File: src/hdl/evag_pkg.sv
// Types and constants shared by the energy voice activity gate files.
package evag_pkg;

  // Field widths.
  localparam int SAMPLE_W  = 16;
  localparam int LEVEL_W   = 16;
  localparam int CFG_W     = 16;
  localparam int CFG_IDX_W = 2;
  localparam int LEN_W     = 13;
  localparam int MINLVL_W  = 15;
  localparam int RUN_W     = 16;

  // Buffer and history sizing.
  localparam int MAX_BUFFER  = 4096;
  localparam int HIST_DEPTH  = 15;
  localparam int SLOT_W      = $clog2(HIST_DEPTH);
  localparam int LEVEL_MAX   = 32768;
  localparam int TOTAL_W     = $clog2(LEVEL_MAX * HIST_DEPTH + 1);
  localparam int ACC_W       = 28;
  localparam int DIV_CNT_W   = $clog2(ACC_W);

  // Reciprocal of the history depth. Multiplying the history total by it and
  // dropping the low SMOOTH_SHIFT bits gives the exact floor of the mean.
  localparam int SMOOTH_SHIFT = 24;
  localparam int SMOOTH_MUL   = (2 ** SMOOTH_SHIFT + HIST_DEPTH - 1) / HIST_DEPTH;
  localparam int SMOOTH_MUL_W = $clog2(SMOOTH_MUL + 1);

  // Register reset values.
  localparam int RST_BUFFER_LENGTH = 256;
  localparam int RST_MIN_LEVEL     = 983;
  localparam int RST_MIN_ACTIVE    = 20;
  localparam int RST_MIN_INACTIVE  = 100;

  // Configuration register indexes.
  typedef enum logic [CFG_IDX_W-1:0] {
    CFG_BUFFER_LENGTH,
    CFG_MIN_LEVEL,
    CFG_MIN_ACTIVE,
    CFG_MIN_INACTIVE
  } evag_cfg_t;

  // Recording events reported with each buffer status.
  typedef enum logic [1:0] {
    EV_NONE,
    EV_START,
    EV_DISPOSE,
    EV_SAVE
  } evag_event_t;

  // Sequencer states.
  typedef enum logic [2:0] {
    ST_ACC,
    ST_DIV_MEAN,
    ST_UPDATE,
    ST_DIV_SMOOTH,
    ST_EMIT
  } evag_state_t;

endpackage

File: src/hdl/evag_sample_if.sv
// Sample and status channels of the voice activity gate.
interface evag_sample_if;
  logic                                   valid;
  logic                                   ready;
  logic signed [evag_pkg::SAMPLE_W-1:0]   left_sample;

  modport source (output valid, output left_sample, input ready);
  modport sink (input valid, input left_sample, output ready);
endinterface

interface evag_status_if;
  logic                                valid;
  logic                                ready;
  logic [evag_pkg::LEVEL_W-1:0]        smoothed_level;
  logic                                recording_on;
  logic                                awaiting_confirm;
  logic [1:0]                          event_code;

  modport source (output valid, output smoothed_level, output recording_on,
                  output awaiting_confirm, output event_code, input ready);
  modport sink (input valid, input smoothed_level, input recording_on,
                input awaiting_confirm, input event_code, output ready);
endinterface

File: src/hdl/evag_ram.sv
// Generic single-port-write, single-port-read RAM with registered read data.
module evag_ram #(
  parameter int WIDTH = 16,
  parameter int DEPTH = 16
) (
  input  logic                     clk,
  input  logic                     we,
  input  logic [$clog2(DEPTH)-1:0] waddr,
  input  logic [WIDTH-1:0]         wdata,
  input  logic [$clog2(DEPTH)-1:0] raddr,
  output logic [WIDTH-1:0]         rdata
);

  logic [WIDTH-1:0] mem [DEPTH];

  // Write port and registered read port.
  always_ff @(posedge clk) begin
    if (we) begin
      mem[waddr] <= wdata;
    end
    rdata <= mem[raddr];
  end

endmodule

File: src/hdl/energy_voice_activity_gate_unit.sv
// Energy voice activity gate: takes Q15 samples, emits one status per buffer end.
//
// A sample that does not close a buffer is added to the accumulator and the
// unit stays ready for the next one. The sample that closes a buffer starts a
// closing sequence (its acceptance, division for the buffer mean, history
// update, smoothed level, load of the status register), which also waits while
// the previous status has not been taken; no further sample is accepted during
// that sequence. The buffer mean comes from a restoring divider, one quotient
// bit per cycle over the 28-bit accumulator; the smoothed level is a single
// multiplication of the history total by the reciprocal of the history depth.
// The 15-entry level history lives in a RAM with registered read; per-entry
// valid bits cleared at reset make unwritten entries read as zero.
module energy_voice_activity_gate_unit (
  input  logic                                clk,
  input  logic                                rst,
  input  logic                                cfg_we,
  input  logic [evag_pkg::CFG_IDX_W-1:0]      cfg_index,
  input  logic [evag_pkg::CFG_W-1:0]          cfg_data,
  evag_sample_if.sink                         sample_in,
  evag_status_if.source                       status_out
);

  localparam int LW  = evag_pkg::LEN_W;
  localparam int AW  = evag_pkg::ACC_W;
  localparam int TW  = evag_pkg::TOTAL_W;
  localparam int SW  = evag_pkg::SLOT_W;
  localparam int VW  = evag_pkg::LEVEL_W;
  localparam int RW  = evag_pkg::RUN_W;
  localparam int CW  = evag_pkg::DIV_CNT_W;
  localparam int PW  = evag_pkg::TOTAL_W + evag_pkg::SMOOTH_MUL_W;
  localparam int SAMPLE_EXT_W = evag_pkg::SAMPLE_W + 1;

  // Configuration registers.
  logic [LW-1:0]                   buffer_length;
  logic [evag_pkg::MINLVL_W-1:0]   min_level;
  logic [RW-1:0]                   min_active_buffers;
  logic [RW-1:0]                   min_inactive_buffers;

  // Buffer and history state.
  logic [AW-1:0]                   level_acc;
  logic [LW-1:0]                   sample_pos;
  logic [TW-1:0]                   history_total;
  logic [SW-1:0]                   history_slot;
  logic [evag_pkg::HIST_DEPTH-1:0] hist_valid;
  logic [RW-1:0]                   loud_run;
  logic [RW-1:0]                   quiet_run;
  logic                            is_recording;
  logic                            is_awaiting;
  evag_pkg::evag_event_t           event_reg;

  // Mean divider registers.
  logic [AW-1:0]                   div_q;
  logic [LW-1:0]                   div_rem;
  logic [LW-1:0]                   div_den;
  logic [CW-1:0]                   div_cnt;

  // Output register.
  logic                            out_valid;
  logic [VW-1:0]                   out_level;
  logic                            out_rec;
  logic                            out_await;
  evag_pkg::evag_event_t           out_event;

  evag_pkg::evag_state_t           state;
  evag_pkg::evag_state_t           state_next;

  // History RAM.
  logic [VW-1:0]                   ram_rdata;
  logic                            ram_we;

  // Combinational datapath values.
  logic [LW-1:0]                   len_eff;
  logic [SAMPLE_EXT_W-1:0]         mag;
  logic [SAMPLE_EXT_W-1:0]         sample_ext;
  logic [AW-1:0]                   acc_sum;
  logic [LW-1:0]                   pos_inc;
  logic                            buffer_close;
  logic                            sample_xfer;
  logic                            out_free;
  logic                            div_last;
  logic [LW:0]                     rem_shift;
  logic                            rem_fits;
  logic [LW-1:0]                   rem_step;
  logic [VW-1:0]                   mean;
  logic [VW-1:0]                   old_level;
  logic [TW-1:0]                   total_next;
  logic [TW-1:0]                   level_limit;
  logic [PW-1:0]                   smooth_prod;
  logic [VW-1:0]                   smooth_level;
  logic                            loud;
  logic                            active;
  logic                            inactive;
  logic [RW-1:0]                   loud_next;
  logic [RW-1:0]                   quiet_next;
  logic                            rec_next;
  logic                            await_next;
  evag_pkg::evag_event_t           event_next;

  evag_ram #(
    .WIDTH (VW),
    .DEPTH (evag_pkg::HIST_DEPTH)
  ) u_hist_ram (
    .clk   (clk),
    .we    (ram_we),
    .waddr (history_slot),
    .wdata (mean),
    .raddr (history_slot),
    .rdata (ram_rdata)
  );

  // Effective buffer length: zero acts as one, large values clamp.
  always_comb begin
    if (buffer_length == '0) begin
      len_eff = LW'(1);
    end else if (buffer_length > LW'(evag_pkg::MAX_BUFFER)) begin
      len_eff = LW'(evag_pkg::MAX_BUFFER);
    end else begin
      len_eff = buffer_length;
    end
  end

  // Sample magnitude; the most negative sample gives 32768.
  assign sample_ext   = {sample_in.left_sample[evag_pkg::SAMPLE_W-1], sample_in.left_sample};
  assign mag          = sample_ext[SAMPLE_EXT_W-1] ? (SAMPLE_EXT_W'(0) - sample_ext) : sample_ext;
  assign acc_sum      = level_acc + AW'(mag);
  assign pos_inc      = sample_pos + LW'(1);
  assign buffer_close = (pos_inc >= len_eff);
  assign sample_xfer  = sample_in.valid && sample_in.ready;
  assign out_free     = !out_valid || status_out.ready;

  // One restoring division step per cycle; the quotient shifts into div_q.
  assign rem_shift = {div_rem, div_q[AW-1]};
  assign rem_fits  = (rem_shift >= {1'b0, div_den});
  assign rem_step  = rem_fits ? LW'(rem_shift - {1'b0, div_den}) : LW'(rem_shift);
  assign div_last  = (div_cnt == CW'(AW - 1));

  // Buffer mean clamp and history total update. The history entry was read
  // at the closing transfer and the slot does not move until this update,
  // so the registered read data already belongs to the current slot.
  assign mean        = (div_q > AW'(evag_pkg::LEVEL_MAX)) ? VW'(evag_pkg::LEVEL_MAX)
                                                          : div_q[VW-1:0];
  assign old_level   = hist_valid[history_slot] ? ram_rdata : '0;
  assign total_next  = history_total - TW'(old_level) + TW'(mean);
  assign level_limit = TW'(min_level) * TW'(evag_pkg::HIST_DEPTH);
  assign loud        = (total_next > level_limit);
  assign ram_we      = (state == evag_pkg::ST_UPDATE);

  // Smoothed level from the registered history total by reciprocal multiply.
  assign smooth_prod  = PW'(history_total) * PW'(evag_pkg::SMOOTH_MUL);
  assign smooth_level = smooth_prod[evag_pkg::SMOOTH_SHIFT +: VW];

  // Run counters and the recording state machine for one closed buffer.
  always_comb begin
    loud_next  = loud_run;
    quiet_next = quiet_run;
    rec_next   = is_recording;
    await_next = is_awaiting;
    event_next = evag_pkg::EV_NONE;
    if (loud) begin
      loud_next  = (loud_run == '1) ? loud_run : loud_run + RW'(1);
      quiet_next = '0;
      if (!is_recording) begin
        rec_next   = 1'b1;
        await_next = 1'b1;
        event_next = evag_pkg::EV_START;
      end
    end else begin
      quiet_next = (quiet_run == '1) ? quiet_run : quiet_run + RW'(1);
      loud_next  = '0;
    end
    active   = (loud_next > min_active_buffers);
    inactive = (quiet_next > min_inactive_buffers);
    if (rec_next) begin
      if (await_next) begin
        if (inactive) begin
          rec_next   = 1'b0;
          await_next = 1'b0;
          event_next = evag_pkg::EV_DISPOSE;
        end
        if (active) begin
          await_next = 1'b0;
        end
      end else if (inactive) begin
        rec_next   = 1'b0;
        await_next = 1'b0;
        event_next = evag_pkg::EV_SAVE;
      end
    end
  end

  // Sequencer next state and input ready.
  always_comb begin
    state_next      = state;
    sample_in.ready = 1'b0;
    case (state)
      evag_pkg::ST_ACC: begin
        sample_in.ready = 1'b1;
        if (sample_in.valid && buffer_close) begin
          state_next = evag_pkg::ST_DIV_MEAN;
        end
      end
      evag_pkg::ST_DIV_MEAN: begin
        if (div_last) begin
          state_next = evag_pkg::ST_UPDATE;
        end
      end
      evag_pkg::ST_UPDATE: begin
        state_next = evag_pkg::ST_DIV_SMOOTH;
      end
      evag_pkg::ST_DIV_SMOOTH: begin
        state_next = evag_pkg::ST_EMIT;
      end
      evag_pkg::ST_EMIT: begin
        if (out_free) begin
          state_next = evag_pkg::ST_ACC;
        end
      end
      default: begin
        state_next = evag_pkg::ST_ACC;
      end
    endcase
  end

  // State register.
  always_ff @(posedge clk) begin
    if (rst) begin
      state <= evag_pkg::ST_ACC;
    end else begin
      state <= state_next;
    end
  end

  // Configuration writes; an index outside the list is ignored.
  always_ff @(posedge clk) begin
    if (rst) begin
      buffer_length        <= LW'(evag_pkg::RST_BUFFER_LENGTH);
      min_level            <= evag_pkg::MINLVL_W'(evag_pkg::RST_MIN_LEVEL);
      min_active_buffers   <= RW'(evag_pkg::RST_MIN_ACTIVE);
      min_inactive_buffers <= RW'(evag_pkg::RST_MIN_INACTIVE);
    end else if (cfg_we) begin
      case (evag_pkg::evag_cfg_t'(cfg_index))
        evag_pkg::CFG_BUFFER_LENGTH: buffer_length        <= cfg_data[LW-1:0];
        evag_pkg::CFG_MIN_LEVEL:     min_level            <= cfg_data[evag_pkg::MINLVL_W-1:0];
        evag_pkg::CFG_MIN_ACTIVE:    min_active_buffers   <= cfg_data[RW-1:0];
        evag_pkg::CFG_MIN_INACTIVE:  min_inactive_buffers <= cfg_data[RW-1:0];
        default: begin
        end
      endcase
    end
  end

  // Accumulation, history and recording state.
  always_ff @(posedge clk) begin
    if (rst) begin
      level_acc     <= '0;
      sample_pos    <= '0;
      history_total <= '0;
      history_slot  <= '0;
      hist_valid    <= '0;
      loud_run      <= '0;
      quiet_run     <= '0;
      is_recording  <= 1'b0;
      is_awaiting   <= 1'b0;
    end else begin
      if (state == evag_pkg::ST_ACC && sample_xfer) begin
        if (buffer_close) begin
          level_acc  <= '0;
          sample_pos <= '0;
        end else begin
          level_acc  <= acc_sum;
          sample_pos <= pos_inc;
        end
      end
      if (state == evag_pkg::ST_UPDATE) begin
        history_total              <= total_next;
        hist_valid[history_slot]   <= 1'b1;
        history_slot <= (history_slot == SW'(evag_pkg::HIST_DEPTH - 1)) ? '0
                                                                       : history_slot + SW'(1);
        loud_run     <= loud_next;
        quiet_run    <= quiet_next;
        is_recording <= rec_next;
        is_awaiting  <= await_next;
      end
    end
  end

  // Mean divider and event latch; div_q then carries the smoothed level to the output.
  always_ff @(posedge clk) begin
    case (state)
      evag_pkg::ST_ACC: begin
        div_q   <= acc_sum;
        div_den <= len_eff;
        div_rem <= '0;
        div_cnt <= '0;
      end
      evag_pkg::ST_DIV_MEAN: begin
        div_q   <= {div_q[AW-2:0], rem_fits};
        div_rem <= rem_step;
        div_cnt <= div_cnt + CW'(1);
      end
      evag_pkg::ST_UPDATE: begin
        event_reg <= event_next;
      end
      evag_pkg::ST_DIV_SMOOTH: begin
        div_q <= AW'(smooth_level);
      end
      default: begin
      end
    endcase
  end

  // Status output register; a new status loads only once the old one is gone.
  always_ff @(posedge clk) begin
    if (rst) begin
      out_valid <= 1'b0;
    end else if (state == evag_pkg::ST_EMIT && out_free) begin
      out_valid <= 1'b1;
    end else if (status_out.ready) begin
      out_valid <= 1'b0;
    end
  end

  always_ff @(posedge clk) begin
    if (state == evag_pkg::ST_EMIT && out_free) begin
      out_level <= div_q[VW-1:0];
      out_rec   <= is_recording;
      out_await <= is_awaiting;
      out_event <= event_reg;
    end
  end

  assign status_out.valid            = out_valid;
  assign status_out.smoothed_level   = out_level;
  assign status_out.recording_on     = out_rec;
  assign status_out.awaiting_confirm = out_await;
  assign status_out.event_code       = out_event;

endmodule

File: src/flat_wrapper.sv
// flat-port wrapper written by rule: the top's interface ports become plain ports
module energy_voice_activity_gate_unit_flat 
  (clk, rst, cfg_we, cfg_index, cfg_data, sample_in_valid, sample_in_left_sample, sample_in_ready, status_out_valid, status_out_smoothed_level, status_out_recording_on, status_out_awaiting_confirm, status_out_event_code, status_out_ready);
  evag_sample_if sample_in_i ();
  evag_status_if status_out_i ();
  input  logic clk;
  input  logic rst;
  input  logic cfg_we;
  input  logic [evag_pkg::CFG_IDX_W-1:0] cfg_index;
  input  logic [evag_pkg::CFG_W-1:0] cfg_data;
  input wire logic [$bits(sample_in_i.valid)-1:0] sample_in_valid;
  input wire logic [$bits(sample_in_i.left_sample)-1:0] sample_in_left_sample;
  output wire logic [$bits(sample_in_i.ready)-1:0] sample_in_ready;
  output wire logic [$bits(status_out_i.valid)-1:0] status_out_valid;
  output wire logic [$bits(status_out_i.smoothed_level)-1:0] status_out_smoothed_level;
  output wire logic [$bits(status_out_i.recording_on)-1:0] status_out_recording_on;
  output wire logic [$bits(status_out_i.awaiting_confirm)-1:0] status_out_awaiting_confirm;
  output wire logic [$bits(status_out_i.event_code)-1:0] status_out_event_code;
  input wire logic [$bits(status_out_i.ready)-1:0] status_out_ready;
  assign sample_in_i.valid = sample_in_valid;
  assign sample_in_i.left_sample = sample_in_left_sample;
  assign sample_in_ready = sample_in_i.ready;
  assign status_out_valid = status_out_i.valid;
  assign status_out_smoothed_level = status_out_i.smoothed_level;
  assign status_out_recording_on = status_out_i.recording_on;
  assign status_out_awaiting_confirm = status_out_i.awaiting_confirm;
  assign status_out_event_code = status_out_i.event_code;
  assign status_out_i.ready = status_out_ready;
  energy_voice_activity_gate_unit u_core (.clk(clk), .rst(rst), .cfg_we(cfg_we), .cfg_index(cfg_index), .cfg_data(cfg_data), .sample_in(sample_in_i), .status_out(status_out_i));
endmodule
File: config.mk
export PLATFORM = sky130hd
export DESIGN_NAME = energy_voice_activity_gate_unit_flat
export DESIGN_NICKNAME = d
export VERILOG_FILES = /design/src/hdl/evag_pkg.sv /design/src/hdl/evag_sample_if.sv /design/src/hdl/evag_ram.sv /design/src/hdl/energy_voice_activity_gate_unit.sv /design/src/flat_wrapper.sv
export SDC_FILE = /design/constraint.sdc
export NUM_CORES = 1
export LEC_CHECK = 0
export BUFFER_PORTS_ARGS = -buffer_cell sky130_fd_sc_hd__buf_2
export CAP_MARGIN = 5
export CORE_MARGIN = 2
export CORE_UTILIZATION = 45
export CTS_BUF_LIST = sky130_fd_sc_hd__clkbuf_16
export DETAILED_ROUTE_END_ITERATION = 8
export MAX_ROUTING_LAYER = met4
export SLEW_MARGIN = 20
export SYNTH_ARGS = -nofsm -noshare
export SYNTH_HDL_FRONTEND = slang
export SYNTH_SLANG_ARGS = --single-unit
File: constraint.sdc
create_clock -name clk -period 8.2 [get_ports clk]
set_clock_uncertainty 0.05 [all_clocks]
set_input_delay 1.23 -clock clk [delete_from_list [all_inputs] [get_ports clk]]
set_output_delay 1.23 -clock clk [all_outputs]
set_load 0.05 [all_outputs]
==> out/summary.txt <==
status: finished clean
vias in the first global route: 20,800
worst-skew pair later-pin latency: 0.64 ns
gpl congestion: 0.889
cell repeated most along the worst path: ha_1
worst reg-to-reg path cell count: 26
Global Route Usage Sum: 22.4%
RSZ-0062 raised after global routing: no
Syn Nets: 3,170
critical path depth: 26
clk buf depth: 3
Max-Cap Viols: 0
area added between synthesis and finish: 10.2%
Power Density: 235 nW/um2
Max stage delay on crit path: 0.63 ns
most common cell after layout, fill and taps aside: nand2_1
slowest cell on the critical path: mux4_2
post-placement cell area: 31,200 um2
Critical Path Source: u_core.history_slot[0]
Largest regs: u_core.u_hist_ram.mem (240), u_core.div_q (28), u_core.level_acc (28)
NumNets Final: 3,210
Final TNS setup: 0 ns
Clock Sinks: 514
CTS Hold Bufs: 0
number of antenna violations at the first check in global routing: 0
Antenna Cells: 0
1st-iter DRT viols: 1,744
Worst VDD drop: 0.188 mV
layout cells sized above 1: 10.6%
num ports: 61
Max-slew headroom: 30.3%
# DRC: 0
die width: 262 um
Die Y: 262 um
Routed WL: 74,300 um
crit start category: flip-flop
Synth warnings: 0
Worst-path clk slew: 0.06 ns
Via density: 5.64
fin crit share: 93.8%
max reg flops: 240
Post CTS Setup Buffer Count: 0
Critical Path AT: 8.00 ns
ys async rst share: 0%
Largest Register: u_core.u_hist_ram.mem
Post-Syn Area: 29,900 um2
die area: 68,500 um2
largest net degree at the start of global routing: 102
fin. max-slew vios: 0
vias: 21,200
commonest non-fill, non-tap cells in the layout: nand2_1 (336), edfxtp_1 (321), ha_1 (245)
Netlist cell types: 91
first-pass GRT wire length: 117,000 um
Tmin final: 7.69 ns
DPL Wire Length: 52,900 um
LEAKAGE: 13.2 nW
synthesized area per cell: 10.7 um2
WP data required: 8.51 ns
number of synthesized flops with an enable pin: 321
starting density of the core: 45.5%
post-route ant nets: 0
Synth Flop Type: edfxtp_1
crit-path leading delay family: simple AND/OR/NAND/NOR gates
Num CTS Buffers: 57
WL/cell: 19.8 um
Core Region: 65,700 um2
hold_sp: u_core.event_reg[1]
htree depth: 2
grt total ovfl: 0
post-route cell area: 32,900 um2
PortBufs: 60
Final Hold Fails: 0
Layout fillers: 5,867
FF-to-FF Start: u_core.history_slot[0]
max frequency: 0.130 GHz
Min-Delay Path Depth: 0
Root Driver: clkbuf_16
standard-cell rows: 94
Worst Setup End Kind: flip-flop
setup-violating endpoint count in the final report: 0
first drt pass iteration count: 5
CP Class: flip-flop to flip-flop
CTS tree: yes
Mapped Cells: 2,802
worst hold path class: flip-flop to flip-flop
Tightest Pin Transition: 1.05 ns
synthesized flop and latch total: 514
worst-path maximum fanout: 16
register area share after synthesis: 45.2%
WP buf/inv: 2
## path summary, 6_finish.rpt
path                                          end  slack [ns]
hold / removal    u_core.status_out.event_code[1]        0.39
hold reg to reg   u_core.status_out.event_code[1]        0.39
setup reg to reg              u_core.event_reg[0]        0.51
setup / recovery              u_core.event_reg[0]        0.51
## where the power goes
group / total [W] / switching [W] / internal [W]
logic: 0.00235 / 0.00152 / 0.000830
clock network: 0.00237 / 0.00108 / 0.00129
registers: 0.00302 / 0.0000872 / 0.00293
total: 0.00774 / 0.00269 / 0.00505
## stage by stage
step	util [%]	total power (W)	cells	hold WS (ns)	setup slack (ns)
5_1_grt	50.1	0.00820	3755	0.404	0.0427
2_1_floorplan	-	0.00468	2802	0.350	0.788
3_5_place_dp	47.4	0.00539	3647	0.382	0.388
3_3_place_gp	47.4	0.00537	3647	0.367	0.523
6_report	50.1	0.00774	3755	0.390	0.506
4_1_cts	50.1	0.00778	3755	0.395	0.360
## cell usage after synthesis, types with 68 or more instances
cell type	count	area share [%]
nor2_1	188	2.4
ha_1	245	10
edfxtp_1	321	32
a21oi_1	219	3.7
clkbuf_1	92	1.2
mux4_2	68	5.1
inv_1	221	2.8
o21ai_0	94	1.6
nand2_1	336	4.2
dfxtp_1	193	13
xnor2_1	70	2.1
fa_1	84	5.6
## per-layer routing
layer / up-vias / GRT usage (%) / routed length (um) / share of wire, %
met2: 503 / 35.7 / 35200 / 47
met3: 99 / 2.56 / 3620 / 4.9
met1: 10400 / 30.6 / 34000 / 46
li1: 10200 / - / - / -
met5: - / - / 0 / 0
met4: 0 / 5.40 / 1490 / 2.0
## cell families after synthesis
group,count (synthesis),share of synthesized area [%]
compound gates,547,11.5
flops,514,45.2
other cells,1,0.0125
simple gates,848,13.3
mux,106,6.41
buf+inv,339,4.38
xor+xnor,118,3.46
fa+ha+maj,329,15.9
## cell type report
| type | instances | area, um2 | area share (%) |
|---|---|---|---|
| well taps | 864 | 1080 | 3.28 |
| clock inverters | 50 | 298 | 0.904 |
| flip-flops and latches | 514 | 13500 | 41.0 |
| repair buffers | 99 | 599 | 1.82 |
| multi-input cells | 1949 | 15200 | 46.1 |
| clock buffers | 58 | 1450 | 4.41 |
| inverters | 221 | 830 | 2.52 |
## timing repair
action,CTS,global route
setup endpoints to repair,0,4
endpoints found under the hold margin,0,0
gates resized for setup,0,2
Power figures use the tool's default switching activity.
